[src/rtl/core/spa_pkg.sv]
// Shared constants and types for the sparse polynomial adder.
`default_nettype none

package spa_pkg;

    // Term list capacity (1 to 32)
    localparam int MAX_TERMS = 16;

    // Field widths
    localparam int EXP_W  = 16;
    localparam int COEF_W = 32;
    localparam int SUM_W  = COEF_W + 1;
    localparam int TERM_W = EXP_W + COEF_W;

    // Index and count widths
    localparam int IDX_W = (MAX_TERMS > 1) ? $clog2(MAX_TERMS) : 1;
    localparam int CNT_W = $clog2(MAX_TERMS + 1);

    // Action codes
    localparam logic [1:0] ACT_LOAD_A = 2'd0;
    localparam logic [1:0] ACT_LOAD_B = 2'd1;
    localparam logic [1:0] ACT_MERGE  = 2'd2;

    // Control from top level to merge engine
    typedef struct packed {
        logic             start;
        logic [CNT_W-1:0] cnt_a;
        logic [CNT_W-1:0] cnt_b;
    } spa_ctl_t;

    // Status from merge engine to top level
    typedef struct packed {
        logic busy;
        logic done;
    } spa_sts_t;

endpackage

`default_nettype wire

[src/rtl/core/spa_ram.sv]
// Generic simple dual-port RAM with registered read.
`default_nettype none

module spa_ram #(
    parameter int WIDTH = 8,
    parameter int DEPTH = 16
) (
    input  wire logic                                          clk,
    input  wire logic                                          we,
    input  wire logic [((DEPTH > 1) ? $clog2(DEPTH) : 1)-1:0] wr_addr,
    input  wire logic [WIDTH-1:0]                              wr_data,
    input  wire logic                                          re,
    input  wire logic [((DEPTH > 1) ? $clog2(DEPTH) : 1)-1:0] rd_addr,
    output logic      [WIDTH-1:0]                              rd_data
);

    logic [WIDTH-1:0] mem [DEPTH];

    // Write port
    always_ff @(posedge clk)
    begin
        if (we)
        begin
            mem[wr_addr] <= wr_data;
        end
    end

    // Read port, registered; data holds when not enabled
    always_ff @(posedge clk)
    begin
        if (re)
        begin
            rd_data <= mem[rd_addr];
        end
    end

endmodule

`default_nettype wire

[src/rtl/core/spa_merge.sv]
// Merge engine: walks both term memories and emits the sum terms.
`default_nettype none

module spa_merge (
    input  wire logic                          clk,
    input  wire logic                          rst_n,
    input  wire spa_pkg::spa_ctl_t             ctl,
    output spa_pkg::spa_sts_t                  sts,
    output logic                               rd_en,
    output logic [spa_pkg::IDX_W-1:0]          rd_addr_a,
    output logic [spa_pkg::IDX_W-1:0]          rd_addr_b,
    input  wire logic [spa_pkg::TERM_W-1:0]    rd_data_a,
    input  wire logic [spa_pkg::TERM_W-1:0]    rd_data_b,
    output logic                               out_valid,
    input  wire logic                          out_stall,
    output logic [spa_pkg::EXP_W-1:0]          term_exponent,
    output logic signed [spa_pkg::SUM_W-1:0]   term_coefficient,
    output logic                               result_empty,
    output logic                               last_term
);

    localparam logic [1:0] ST_IDLE = 2'd0;
    localparam logic [1:0] ST_RD   = 2'd1;
    localparam logic [1:0] ST_EV   = 2'd2;
    localparam logic [1:0] ST_FIN  = 2'd3;

    logic [1:0]                      state_reg, state_next;
    logic [spa_pkg::CNT_W-1:0]       p_reg, p_next;
    logic [spa_pkg::CNT_W-1:0]       q_reg, q_next;
    logic                            pend_valid_reg, pend_valid_next;
    logic [spa_pkg::EXP_W-1:0]       pend_exp_reg, pend_exp_next;
    logic signed [spa_pkg::SUM_W-1:0] pend_coef_reg, pend_coef_next;
    logic                            out_valid_reg, out_valid_next;
    logic [spa_pkg::EXP_W-1:0]       out_exp_reg, out_exp_next;
    logic signed [spa_pkg::SUM_W-1:0] out_coef_reg, out_coef_next;
    logic                            out_empty_reg, out_empty_next;
    logic                            out_last_reg, out_last_next;

    logic                            out_free;
    logic                            out_load;
    logic                            a_ok, b_ok;
    logic [spa_pkg::EXP_W-1:0]       exp_a, exp_b;
    logic signed [spa_pkg::SUM_W-1:0] coef_a, coef_b, coef_sum;
    logic                            take_a, take_b, take_both;
    logic                            new_vld;
    logic [spa_pkg::EXP_W-1:0]       new_exp;
    logic signed [spa_pkg::SUM_W-1:0] new_coef;

    // Unpack read data, sign-extend coefficients
    assign exp_a  = rd_data_a[spa_pkg::TERM_W-1 -: spa_pkg::EXP_W];
    assign exp_b  = rd_data_b[spa_pkg::TERM_W-1 -: spa_pkg::EXP_W];
    assign coef_a = {rd_data_a[spa_pkg::COEF_W-1], rd_data_a[spa_pkg::COEF_W-1:0]};
    assign coef_b = {rd_data_b[spa_pkg::COEF_W-1], rd_data_b[spa_pkg::COEF_W-1:0]};
    assign coef_sum = coef_a + coef_b;

    // Pick the next term from the heads of both lists
    assign a_ok      = (p_reg < ctl.cnt_a);
    assign b_ok      = (q_reg < ctl.cnt_b);
    assign take_both = a_ok && b_ok && (exp_a == exp_b);
    assign take_a    = a_ok && (!b_ok || (exp_a > exp_b));
    assign take_b    = b_ok && (!a_ok || (exp_b > exp_a));
    assign new_vld   = take_a || take_b || (take_both && (coef_sum != '0));
    assign new_exp   = take_b ? exp_b : exp_a;
    assign new_coef  = take_a ? coef_a : (take_b ? coef_b : coef_sum);

    assign out_free  = !out_valid_reg || !out_stall;

    assign rd_addr_a = p_reg[spa_pkg::IDX_W-1:0];
    assign rd_addr_b = q_reg[spa_pkg::IDX_W-1:0];

    // Sequencer: read heads, evaluate, hold one term back to mark the last
    always_comb
    begin
        state_next      = state_reg;
        p_next          = p_reg;
        q_next          = q_reg;
        pend_valid_next = pend_valid_reg;
        pend_exp_next   = pend_exp_reg;
        pend_coef_next  = pend_coef_reg;
        out_exp_next    = out_exp_reg;
        out_coef_next   = out_coef_reg;
        out_empty_next  = out_empty_reg;
        out_last_next   = out_last_reg;
        out_load        = 1'b0;
        rd_en           = 1'b0;
        sts.busy        = (state_reg != ST_IDLE);
        sts.done        = 1'b0;
        unique case (state_reg)
            ST_IDLE:
            begin
                if (ctl.start)
                begin
                    p_next     = '0;
                    q_next     = '0;
                    state_next = ST_RD;
                end
            end
            ST_RD:
            begin
                if (a_ok || b_ok)
                begin
                    rd_en      = 1'b1;
                    state_next = ST_EV;
                end
                else
                begin
                    state_next = ST_FIN;
                end
            end
            ST_EV:
            begin
                if (!(new_vld && pend_valid_reg && !out_free))
                begin
                    if (new_vld)
                    begin
                        if (pend_valid_reg)
                        begin
                            out_load       = 1'b1;
                            out_exp_next   = pend_exp_reg;
                            out_coef_next  = pend_coef_reg;
                            out_empty_next = 1'b0;
                            out_last_next  = 1'b0;
                        end
                        pend_valid_next = 1'b1;
                        pend_exp_next   = new_exp;
                        pend_coef_next  = new_coef;
                    end
                    if (take_a || take_both)
                    begin
                        p_next = p_reg + spa_pkg::CNT_W'(1);
                    end
                    if (take_b || take_both)
                    begin
                        q_next = q_reg + spa_pkg::CNT_W'(1);
                    end
                    state_next = ST_RD;
                end
            end
            ST_FIN:
            begin
                if (out_free)
                begin
                    out_load        = 1'b1;
                    out_last_next   = 1'b1;
                    out_empty_next  = !pend_valid_reg;
                    out_exp_next    = pend_valid_reg ? pend_exp_reg : '0;
                    out_coef_next   = pend_valid_reg ? pend_coef_reg : '0;
                    pend_valid_next = 1'b0;
                    sts.done        = 1'b1;
                    state_next      = ST_IDLE;
                end
            end
            default:
            begin
                state_next = ST_IDLE;
            end
        endcase
    end

    assign out_valid_next = out_load || (out_valid_reg && out_stall);

    // Control registers
    always_ff @(posedge clk or negedge rst_n)
    begin
        if (!rst_n)
        begin
            state_reg      <= ST_IDLE;
            p_reg          <= '0;
            q_reg          <= '0;
            pend_valid_reg <= 1'b0;
            out_valid_reg  <= 1'b0;
        end
        else
        begin
            state_reg      <= state_next;
            p_reg          <= p_next;
            q_reg          <= q_next;
            pend_valid_reg <= pend_valid_next;
            out_valid_reg  <= out_valid_next;
        end
    end

    // Payload registers
    always_ff @(posedge clk)
    begin
        pend_exp_reg  <= pend_exp_next;
        pend_coef_reg <= pend_coef_next;
        out_exp_reg   <= out_exp_next;
        out_coef_reg  <= out_coef_next;
        out_empty_reg <= out_empty_next;
        out_last_reg  <= out_last_next;
    end

    assign out_valid        = out_valid_reg;
    assign term_exponent    = out_exp_reg;
    assign term_coefficient = out_coef_reg;
    assign result_empty     = out_empty_reg;
    assign last_term        = out_last_reg;

endmodule

`default_nettype wire

[src/rtl/core/sparse_polynomial_adder.sv]
// Top level of the sparse polynomial adder: load path, term memories, merge engine.
//
// Input channel (in_valid/in_stall): one beat per command. action selects load
// into the first list, load into the second list, or merge. Loads carry an
// exponent and coefficient; a load into a full list is dropped. Unused action
// codes are dropped too.
// Output channel (out_valid/out_stall): the sum terms of a merge, highest
// exponent first, the final beat flagged by last_term. If every term cancels,
// one beat with result_empty and last_term set is sent.
// A merge holds in_stall high until its last beat enters the output register,
// one merge step per pair or single term consumed; each step is a memory read
// followed by an evaluate state, since the term memories have a registered read.
// An output stall freezes the output register; the engine keeps working until
// a second term is ready, then waits. A merge clears both lists when its last
// beat enters the output register.
// Reset clears the list counts and the engine; memory contents are not cleared
// since only entries below the counts are read.
`default_nettype none

module sparse_polynomial_adder (
    input  wire logic                               clk,
    input  wire logic                               rst_n,
    input  wire logic                               in_valid,
    output logic                                    in_stall,
    input  wire logic [1:0]                         action,
    input  wire logic [spa_pkg::EXP_W-1:0]          exponent,
    input  wire logic signed [spa_pkg::COEF_W-1:0]  coefficient,
    output logic                                    out_valid,
    input  wire logic                               out_stall,
    output logic [spa_pkg::EXP_W-1:0]               term_exponent,
    output logic signed [spa_pkg::SUM_W-1:0]        term_coefficient,
    output logic                                    result_empty,
    output logic                                    last_term
);

    logic [spa_pkg::CNT_W-1:0]  cnt_a_reg, cnt_a_next;
    logic [spa_pkg::CNT_W-1:0]  cnt_b_reg, cnt_b_next;
    logic                       in_beat;
    logic                       we_a, we_b;
    logic [spa_pkg::TERM_W-1:0] wr_data;
    logic                       rd_en;
    logic [spa_pkg::IDX_W-1:0]  rd_addr_a, rd_addr_b;
    logic [spa_pkg::TERM_W-1:0] rd_data_a, rd_data_b;
    spa_pkg::spa_ctl_t          ctl;
    spa_pkg::spa_sts_t          sts;

    assign in_stall = sts.busy;
    assign in_beat  = in_valid && !in_stall;
    assign wr_data  = {exponent, coefficient};

    // Load decode
    assign we_a = in_beat && (action == spa_pkg::ACT_LOAD_A)
                  && (cnt_a_reg < spa_pkg::CNT_W'(spa_pkg::MAX_TERMS));
    assign we_b = in_beat && (action == spa_pkg::ACT_LOAD_B)
                  && (cnt_b_reg < spa_pkg::CNT_W'(spa_pkg::MAX_TERMS));

    assign ctl.start = in_beat && (action == spa_pkg::ACT_MERGE);
    assign ctl.cnt_a = cnt_a_reg;
    assign ctl.cnt_b = cnt_b_reg;

    // List counts
    always_comb
    begin
        cnt_a_next = cnt_a_reg;
        cnt_b_next = cnt_b_reg;
        if (sts.done)
        begin
            cnt_a_next = '0;
            cnt_b_next = '0;
        end
        else
        begin
            if (we_a)
            begin
                cnt_a_next = cnt_a_reg + spa_pkg::CNT_W'(1);
            end
            if (we_b)
            begin
                cnt_b_next = cnt_b_reg + spa_pkg::CNT_W'(1);
            end
        end
    end

    always_ff @(posedge clk or negedge rst_n)
    begin
        if (!rst_n)
        begin
            cnt_a_reg <= '0;
            cnt_b_reg <= '0;
        end
        else
        begin
            cnt_a_reg <= cnt_a_next;
            cnt_b_reg <= cnt_b_next;
        end
    end

    // Term memories
    spa_ram #(
        .WIDTH (spa_pkg::TERM_W),
        .DEPTH (spa_pkg::MAX_TERMS)
    ) u_ram_a (
        .clk     (clk),
        .we      (we_a),
        .wr_addr (cnt_a_reg[spa_pkg::IDX_W-1:0]),
        .wr_data (wr_data),
        .re      (rd_en),
        .rd_addr (rd_addr_a),
        .rd_data (rd_data_a)
    );

    spa_ram #(
        .WIDTH (spa_pkg::TERM_W),
        .DEPTH (spa_pkg::MAX_TERMS)
    ) u_ram_b (
        .clk     (clk),
        .we      (we_b),
        .wr_addr (cnt_b_reg[spa_pkg::IDX_W-1:0]),
        .wr_data (wr_data),
        .re      (rd_en),
        .rd_addr (rd_addr_b),
        .rd_data (rd_data_b)
    );

    // Merge engine
    spa_merge u_merge (
        .clk              (clk),
        .rst_n            (rst_n),
        .ctl              (ctl),
        .sts              (sts),
        .rd_en            (rd_en),
        .rd_addr_a        (rd_addr_a),
        .rd_addr_b        (rd_addr_b),
        .rd_data_a        (rd_data_a),
        .rd_data_b        (rd_data_b),
        .out_valid        (out_valid),
        .out_stall        (out_stall),
        .term_exponent    (term_exponent),
        .term_coefficient (term_coefficient),
        .result_empty     (result_empty),
        .last_term        (last_term)
    );

    // Checks
    a_cnt_bound: assert property (@(posedge clk) disable iff (!rst_n)
        (cnt_a_reg <= spa_pkg::CNT_W'(spa_pkg::MAX_TERMS))
        && (cnt_b_reg <= spa_pkg::CNT_W'(spa_pkg::MAX_TERMS)))
        else $error("term count exceeds capacity");

    a_done_clears: assert property (@(posedge clk) disable iff (!rst_n)
        sts.done |=> (cnt_a_reg == '0) && (cnt_b_reg == '0))
        else $error("merge did not clear the lists");

    a_no_load_in_merge: assert property (@(posedge clk) disable iff (!rst_n)
        (we_a || we_b) |-> !sts.busy)
        else $error("memory write during merge");

    a_empty_is_last: assert property (@(posedge clk) disable iff (!rst_n)
        (out_valid && result_empty) |-> last_term)
        else $error("empty result beat not marked last");

endmodule

`default_nettype wire

[config.mk]
export PLATFORM = sky130hd
export DESIGN_NAME = sparse_polynomial_adder
export DESIGN_NICKNAME = d
export VERILOG_FILES = /design/src/rtl/core/spa_pkg.sv /design/src/rtl/core/spa_ram.sv /design/src/rtl/core/spa_merge.sv /design/src/rtl/core/sparse_polynomial_adder.sv
export SDC_FILE = /design/constraint.sdc
export NUM_CORES = 2
export LEC_CHECK = 0
export BUFFER_PORTS_ARGS = -buffer_cell sky130_fd_sc_hd__buf_2
export CAP_MARGIN = 20
export CORE_MARGIN = 1.5
export CORE_UTILIZATION = 30
export CTS_CLUSTER_DIAMETER = 40
export DETAILED_ROUTE_END_ITERATION = 10
export HOLD_SLACK_MARGIN = 0.12
export PLACE_DENSITY = 0.52
export REMOVE_ABC_BUFFERS = 1
export SLEW_MARGIN = 20
export SYNTH_ARGS = -nofsm -noshare
export SYNTH_HDL_FRONTEND = slang
export SYNTH_HIERARCHICAL = 1
export SYNTH_SLANG_ARGS = --single-unit
[constraint.sdc]
create_clock -name clk -period 7.8 [get_ports clk]
set_clock_uncertainty 0.15 [all_clocks]
set_input_delay 0.78 -clock clk [delete_from_list [all_inputs] [get_ports clk]]
set_output_delay 0.78 -clock clk [all_outputs]
set_load 0.01 [all_outputs]
# Word-level counts from Yosys, hierarchy flattened
# Memory sizes are Yosys's and may differ from the RTL's. A register that Yosys moved wholly into a read port is not among the register bits.
# Cells that the tools add are included.
# Widths: inputs -> output; s select.
# totals
regBits	124
latch_bits	0
ram_bits	1536
rom_bits	0
input_bits	54
out_inout_bits	53
wordCells	138
mem_count	2
# classes
add_sub_neg	5
multipliers	0
div_mod_pow	0
order_cmp	6
eq_ne	13
n_shift	0
mux	54
bitwise	1
reduce_logical	44
# memory_table
name	depth	word_bits	rd	rd_clocked_by_memory_dff	wr	line	rtl
u_ram_a.mem	16	48	1	1	1	spa_ram.sv:17	logic [WIDTH-1:0] mem [DEPTH];
u_ram_b.mem	16	48	1	1	1	spa_ram.sv:17	
# op_table
op	n
$mux 33	7
$mux 16	6
$pmux 33 s2	1
$mux 5	9
$add 32x32->33	1
$reduce_bool 33->1	1
$gt 16x16->1	2
$pmux 16 s2	1
$add 5x1->5 const B	4
$mux 1	20
$pmux 5 s2	2
$eq 16x16->1	1
$logic_and 1x1->1	14
$reduce_and 4->1	3
$lt 5x5->1	2
$lt 5x5->1 const B	2
$ne 2x1->1 const B	5
$reduce_bool 2->1	5
$logic_or 1x1->1	9
$pmux 1 s2	4
$pmux 2 s4	1
$logic_not 1->1	7
$eq 2x2->1 const B	3
$mux 2	3
other kinds (6)	10

# Logic depth before layout (Yosys ltp)
# depth
word_depth	11
mapped_depth	13
depth_no_buf	13

# Modules after synthesis
# Netlist, hierarchy kept.
# modules_own_cells
mod	instances	cells_each	area_per_inst_um2	seq_area_each_um2
spa_ram	2	1242	30171.4	24503.5
spa_merge	1	857	8106.5	3353.2
sparse_polynomial_adder	1	55	559.3	250.2

# Least setup slack after synthesis
# Ideal clock, no wire load.
# synth_timing
kind	register to register
start	reg u_merge.state_reg[0]
end	mem u_ram_a/mem[0][0] (netlist name), enable pin
setup_time_ns	0.513
arrival_time_ns	5.523
required_time_ns	7.137
setup_slack_ns	1.615
path_stages_with_launch	8
path_buffers	2
period_less_slack_ns	6.185
cell_sequence	dfrtp_1 -> buf_2 -> or2_2 -> or4b_1 -> buf_2 -> nor2_1 -> or3b_2 -> nor3_1
# synth_between
elab_chain_cells	7
# synth_lines
element	line	rtl
start, declared	spa_merge.sv:27	logic [1:0] state_reg, state_next;
start signal, assigned	spa_merge.sv:175	state_reg <= state_next;
$reduce_bool 2->1	spa_merge.sv:86	sts.busy = (state_reg != ST_IDLE);
net in_stall	sparse_polynomial_adder.sv:24	output logic in_stall,
$logic_not 1->1	sparse_polynomial_adder.sv:48	assign in_beat = in_valid && !in_stall;
$logic_and 1x1->1	sparse_polynomial_adder.sv:48	
$logic_and 1x1->1	sparse_polynomial_adder.sv:52	assign we_a = in_beat && (action == spa_pkg::ACT_LOAD_A)
$logic_and 1x1->1	sparse_polynomial_adder.sv:53	&& (cnt_a_reg < spa_pkg::CNT_W'(spa_pkg::MAX_TERMS));
net we_a	sparse_polynomial_adder.sv:39	logic we_a, we_b;
$mux 1	spa_ram.sv:22	if (we)
$mux 1 (implied by the code)	spa_ram.sv:24	mem[wr_addr] <= wr_data;
end, declared	spa_ram.sv:17	
# The timed path passes the listed nets, and every way through them passes these cells.

# Final worst setup path
# layout_timing
start	reg u_merge/q_reg[0] (netlist name)
end	reg u_merge.out_exp_reg, in the netlist u_merge/term_exponent[15], enable pin
# layout_between
elab_chain_cells	10
word_cells_on_any_way	15
cone_classes	order compare: 1; eq/ne: 2; reduce/logical: 12
# layout_lines
element	line	rtl
start, declared	spa_merge.sv:29	logic [spa_pkg::CNT_W-1:0] q_reg, q_next;
start signal, assigned	spa_merge.sv:177	q_reg <= q_next;
$lt 5x5->1 *	spa_merge.sv:58	assign b_ok = (q_reg < ctl.cnt_b);
$logic_not 1->1	spa_merge.sv:60	assign take_a = a_ok && (!b_ok || (exp_a > exp_b));
$logic_or 1x1->1	spa_merge.sv:60	
$logic_and 1x1->1	spa_merge.sv:60	
$logic_or 1x1->1	spa_merge.sv:62	assign new_vld = take_a || take_b || (take_both && (coef_sum != '0));
$logic_or 1x1->1 *	spa_merge.sv:62	
$logic_and 1x1->1 (2 in a row)	spa_merge.sv:112	if (!(new_vld && pend_valid_reg && !out_free))
$ne 2x2->1 (no line)	n/a	
$reduce_and 5->1 (no line) *	n/a	
end signal, assigned	spa_merge.sv:188	out_exp_reg <= out_exp_next;
end, declared	spa_merge.sv:34	logic [spa_pkg::EXP_W-1:0] out_exp_reg, out_exp_next;
# Every way passes the cells marked *; elsewhere a longest branch is shown, timed or not.
# A chain may end at the register's enable or synchronous reset.

==> impl_metrics.py <==
metrics = {
    "final_layout": {
        "area_delta_synth_final_pct": 16.8,
        "fillCellCount": 20996,
        "largest_registers": "u_ram_a/mem x768, u_ram_b/mem x768",
        "drive_gt1_share_pct": 26.1,
        "utilization_pct": 35.4,
        "nets": 3732,
    },
    "power_and_ir_drop": {
        "total_leakage_power_nw": 25.1,
        "power_mw": 28.3,
        "p_per_area_mw_per_mm2": 351,
        "ir_worst_vdd_mv": 0.245,
    },
    "clock_tree": {
        "cts_buffers": 205,
        "post_cts_buffers": 0,
        "path_clk_slew_ps": 60,
        "cts_tree": "built",
        "clock_sinks": 1756,
        "ctsLongestPathBuffers": 3,
        "htree_levels": 4,
        "ctsRootBufferMaster": "clkbuf_16",
        "clk-insertion-delay-late_ps": 810,
    },
    "logic_synthesis": {
        "synthArstFlopShare_pct": 1.37,
        "synth_area_mm2": 0.0690,
        "yosysUniqueCellTypes": 87,
        "syn_inst": 3396,
        "ys_seq_area_share_pct": 76.2,
        "ys_warn_count": 6,
        "synth_ff_type": "edfxtp_1",
        "synth_edf_count": 1732,
        "ys_ff_latch": 1756,
        "avgSynthCellArea_um2": 20.3,
    },
    "worst_setup_path": {
        "slowest_stage": "dfrtp_4",
        "cp-start-kind": "flip-flop",
        "worstPathRequired_ps": 8100,
        "crit_chain": "nand2b_1, a21o_1, a21oi_1, o21ai_1, inv_1, a21oi_4, buf_4, nand4b_1, a31oi_1, nor2_4, buf_4",
        "path_max_fanout": 62,
        "crit_top_cell": "buf_4",
        "path_class": "reg2reg",
        "cpPeakStageDelay_ps": 860,
        "end_kind": "flip-flop",
        "cp.arrival_ps": 5250,
    },
    "grt": {
        "grt_pass1_wl_um": 260000,
        "globalRouteOverflowTotal": 0,
        "grt_antenna_before_repair": 17,
        "grt_max_degree": 107,
        "grt_use_total_pct": 15.5,
        "first_global_vias": 34991,
    },
    "die": {
        "start_util_pct": 30.3,
        "io_pins": 107,
        "die-height_um": 483,
        "core-area_mm2": 0.228,
        "placementRows": 175,
        "die_w_um": 483,
        "die-area_mm2": 0.233,
    },
    "flow_run": {
        "drv_cap": 0,
    },
    "placed_design": {
        "dpl_worst_slack_ps": 2800,
        "globalplace.congestion": 0.865,
        "hpwl_um": 109000,
        "io_buffer_count": 106,
    },
    "sta": {
        "rsz0062_at_grt": "no",
        "clock.fmax_mhz": 202,
        "final.setup.worst_slack_ps": 2840,
        "tns_ps": 0,
        "min_period_over_period_pct": 63.6,
        "finalCriticalPeriod_ps": 4960,
        "hold_violations": 0,
        "maxSlewViolCount": 0,
        "max_slew.worst_pin.slew_ps": 1040,
        "relSlewSlack_pct": 30.5,
        "setup_viol": 0,
    },
    "routing": {
        "drc_errors": 0,
        "avgViaCountPerCell": 5.04,
        "dr.first_iter.drc_count": 3543,
        "ant_nets": 0,
        "drt-pass1-iter-count": 6,
        "routedWlPerCell_um": 26.6,
        "vias": 34303,
        "wl_um": 181000,
    },
    "run_status": {
        "outcome": "completed",
    },
    "hold_path": {
        "hold_path.class": "in2reg",
    },
}
through the flow:
step	cells	hold WS (ps)	instance area, um^2
CTS	6798	234	80600
finish	6802	310	80600
global placement	6417	365	73400
detailed placement	6417	356	73400
floorplan	3220	334	68100
global route	6798	290	80600
cell usage after synthesis (3+ instances only):
library cell	number	area (um^2)
buf_1	34	128
a22oi_1	193	1450
xnor2_1	15	131
o211ai_1	10	75.1
a221oi_1	3	26.3
mux2_2	5	56.3
a21oi_1	60	300
buf_4	44	330
nor2b_1	11	68.8
o22ai_1	4	25.0
o21ai_0	72	360
nand3b_1	5	37.5
and2_1	51	319
xor2_1	5	43.8
a21oi_2	6	52.6
dfrtp_1	24	601
ha_1	60	751
buf_2	19	95.1
or3_1	7	43.8
and3_1	4	25.0
o21a_1	10	75.1
nor2_1	87	327
nor3_1	26	130
inv_1	47	176
a21boi_0	4	30.0
a31oi_1	8	50.1
edfxtp_1	1732	52000
nor3b_1	3	22.5
o21ai_1	8	40.0
buf_6	6	67.6
mux4_2	384	8650
a211oi_1	8	60.1
nand4_1	15	93.8
o31ai_1	4	30.0
or2_2	3	18.8
nand3_1	31	155
clkbuf_1	71	267
a41oi_1	4	35.0
a211o_1	3	26.3
a21o_1	17	128
and4_1	3	26.3
mux2i_1	18	180
nand2b_1	16	100
nand2_1	198	743
routing by layer:
metal	up-vias	share of wire (%)	track usage (%)
met5	-	0.028	0
met4	8	1.7	3.40
met3	210	5.8	2.96
met2	1036	46	23.8
met1	18499	47	22.7
li1	14550	-	-
cells by family after synthesis:
family | count (synthesis) | synth area share (%)
AO/OA/AOI/OAI | 444 | 4.47
XOR/XNOR | 20 | 0.254
adder cells (fa/ha/maj) | 61 | 1.12
buffers and inverters | 223 | 1.57
flip-flops | 1756 | 76.2
multiplexers | 410 | 12.9
AND/OR/NAND/NOR | 482 | 3.42
layout make-up:
type                            count  area, um^2  share of cell area (%)
Sequential cell                  1756       52600                    65.3
Multi-Input combinational cell   1417       15600                    19.4
Clock buffer                      227        5330                    6.61
Tap cell                         3009        3760                    4.67
Clock inverter                    152        1860                    2.31
Timing Repair Buffer              190        1190                    1.48
Inverter                           47         176                   0.219
Antenna cell                        4        10.0                  0.0124
what timing repair did:
item                                   4_1_cts  5_1_grt
hold buffers                                 2        0
resized for setup                            0        0
endpoints found under the hold margin       26        0
report_power, final:
group,switching (mW),internal [mW]
registers,0.375,11.1
clock network,3.96,6.10
logic,4.12,2.61
total,8.46,19.8
layout by cell type, fill, tap and decap left out, types with 15 or more instances in the layout:
master / netlist / routed
clkbuf_1: 71 / 16
buf_4: 44 / 80
clkbuf_16: 0 / 210
inv_6: 0 / 15
ha_1: 60 / 60
a21oi_1: 60 / 59
xnor2_1: 15 / 15
a22oi_1: 193 / 193
and2_1: 51 / 49
a21o_1: 17 / 17
nand2_1: 198 / 198
nor3_1: 26 / 18
nor2_1: 87 / 59
inv_1: 47 / 47
clkinv_2: 0 / 28
mux4_2: 384 / 384
clkinvlp_4: 0 / 20
dfrtp_1: 24 / 20
o21ai_0: 72 / 72
nand3_1: 31 / 31
clkinv_1: 0 / 33
nor2_4: 0 / 28
buf_2: 19 / 106
edfxtp_1: 1732 / 1732
nand2b_1: 16 / 15
nand4_1: 15 / 15
mux2i_1: 18 / 18
bufinv_16: 0 / 34
final timing paths:
| kind | slack (ps) | depth (start not counted) | to | from |
|---|---|---|---|---|
| max | 2840 | 11 | u_merge/term_exponent[15]$_DFFE_PP_ | u_merge/q_reg[0]$_DFFE_PN0P_ |
| min | 310 | 1 | u_ram_b/mem[9][36]$_DFFE_PP_ | exponent[4] |
| min in group asynchronous | 440 | 2 | cnt_b_reg[4]$_DFFE_PN0P_ | rst_n |
| max reg2reg | 2840 | 11 | u_merge/term_exponent[15]$_DFFE_PP_ | u_merge/q_reg[0]$_DFFE_PN0P_ |
| min reg2reg | 370 | 1 | u_merge/term_coefficient[7]$_DFFE_PP_ | u_merge/pend_coef_reg[7]$_DFFE_PP_ |
| max in group asynchronous | 6590 | 2 | u_merge/p_reg[0]$_DFFE_PN0P_ | rst_n |
critical path, delay by kind of cell, from the launching register on:
kind | cells | cell delay, ps
flip-flops | 1 | 860
AND/OR/NAND/NOR | 3 | 1040
AO/OA/AOI/OAI | 5 | 1100
buffers and inverters | 3 | 1350
No activity file was read; power rests on OpenSTA's default activity.
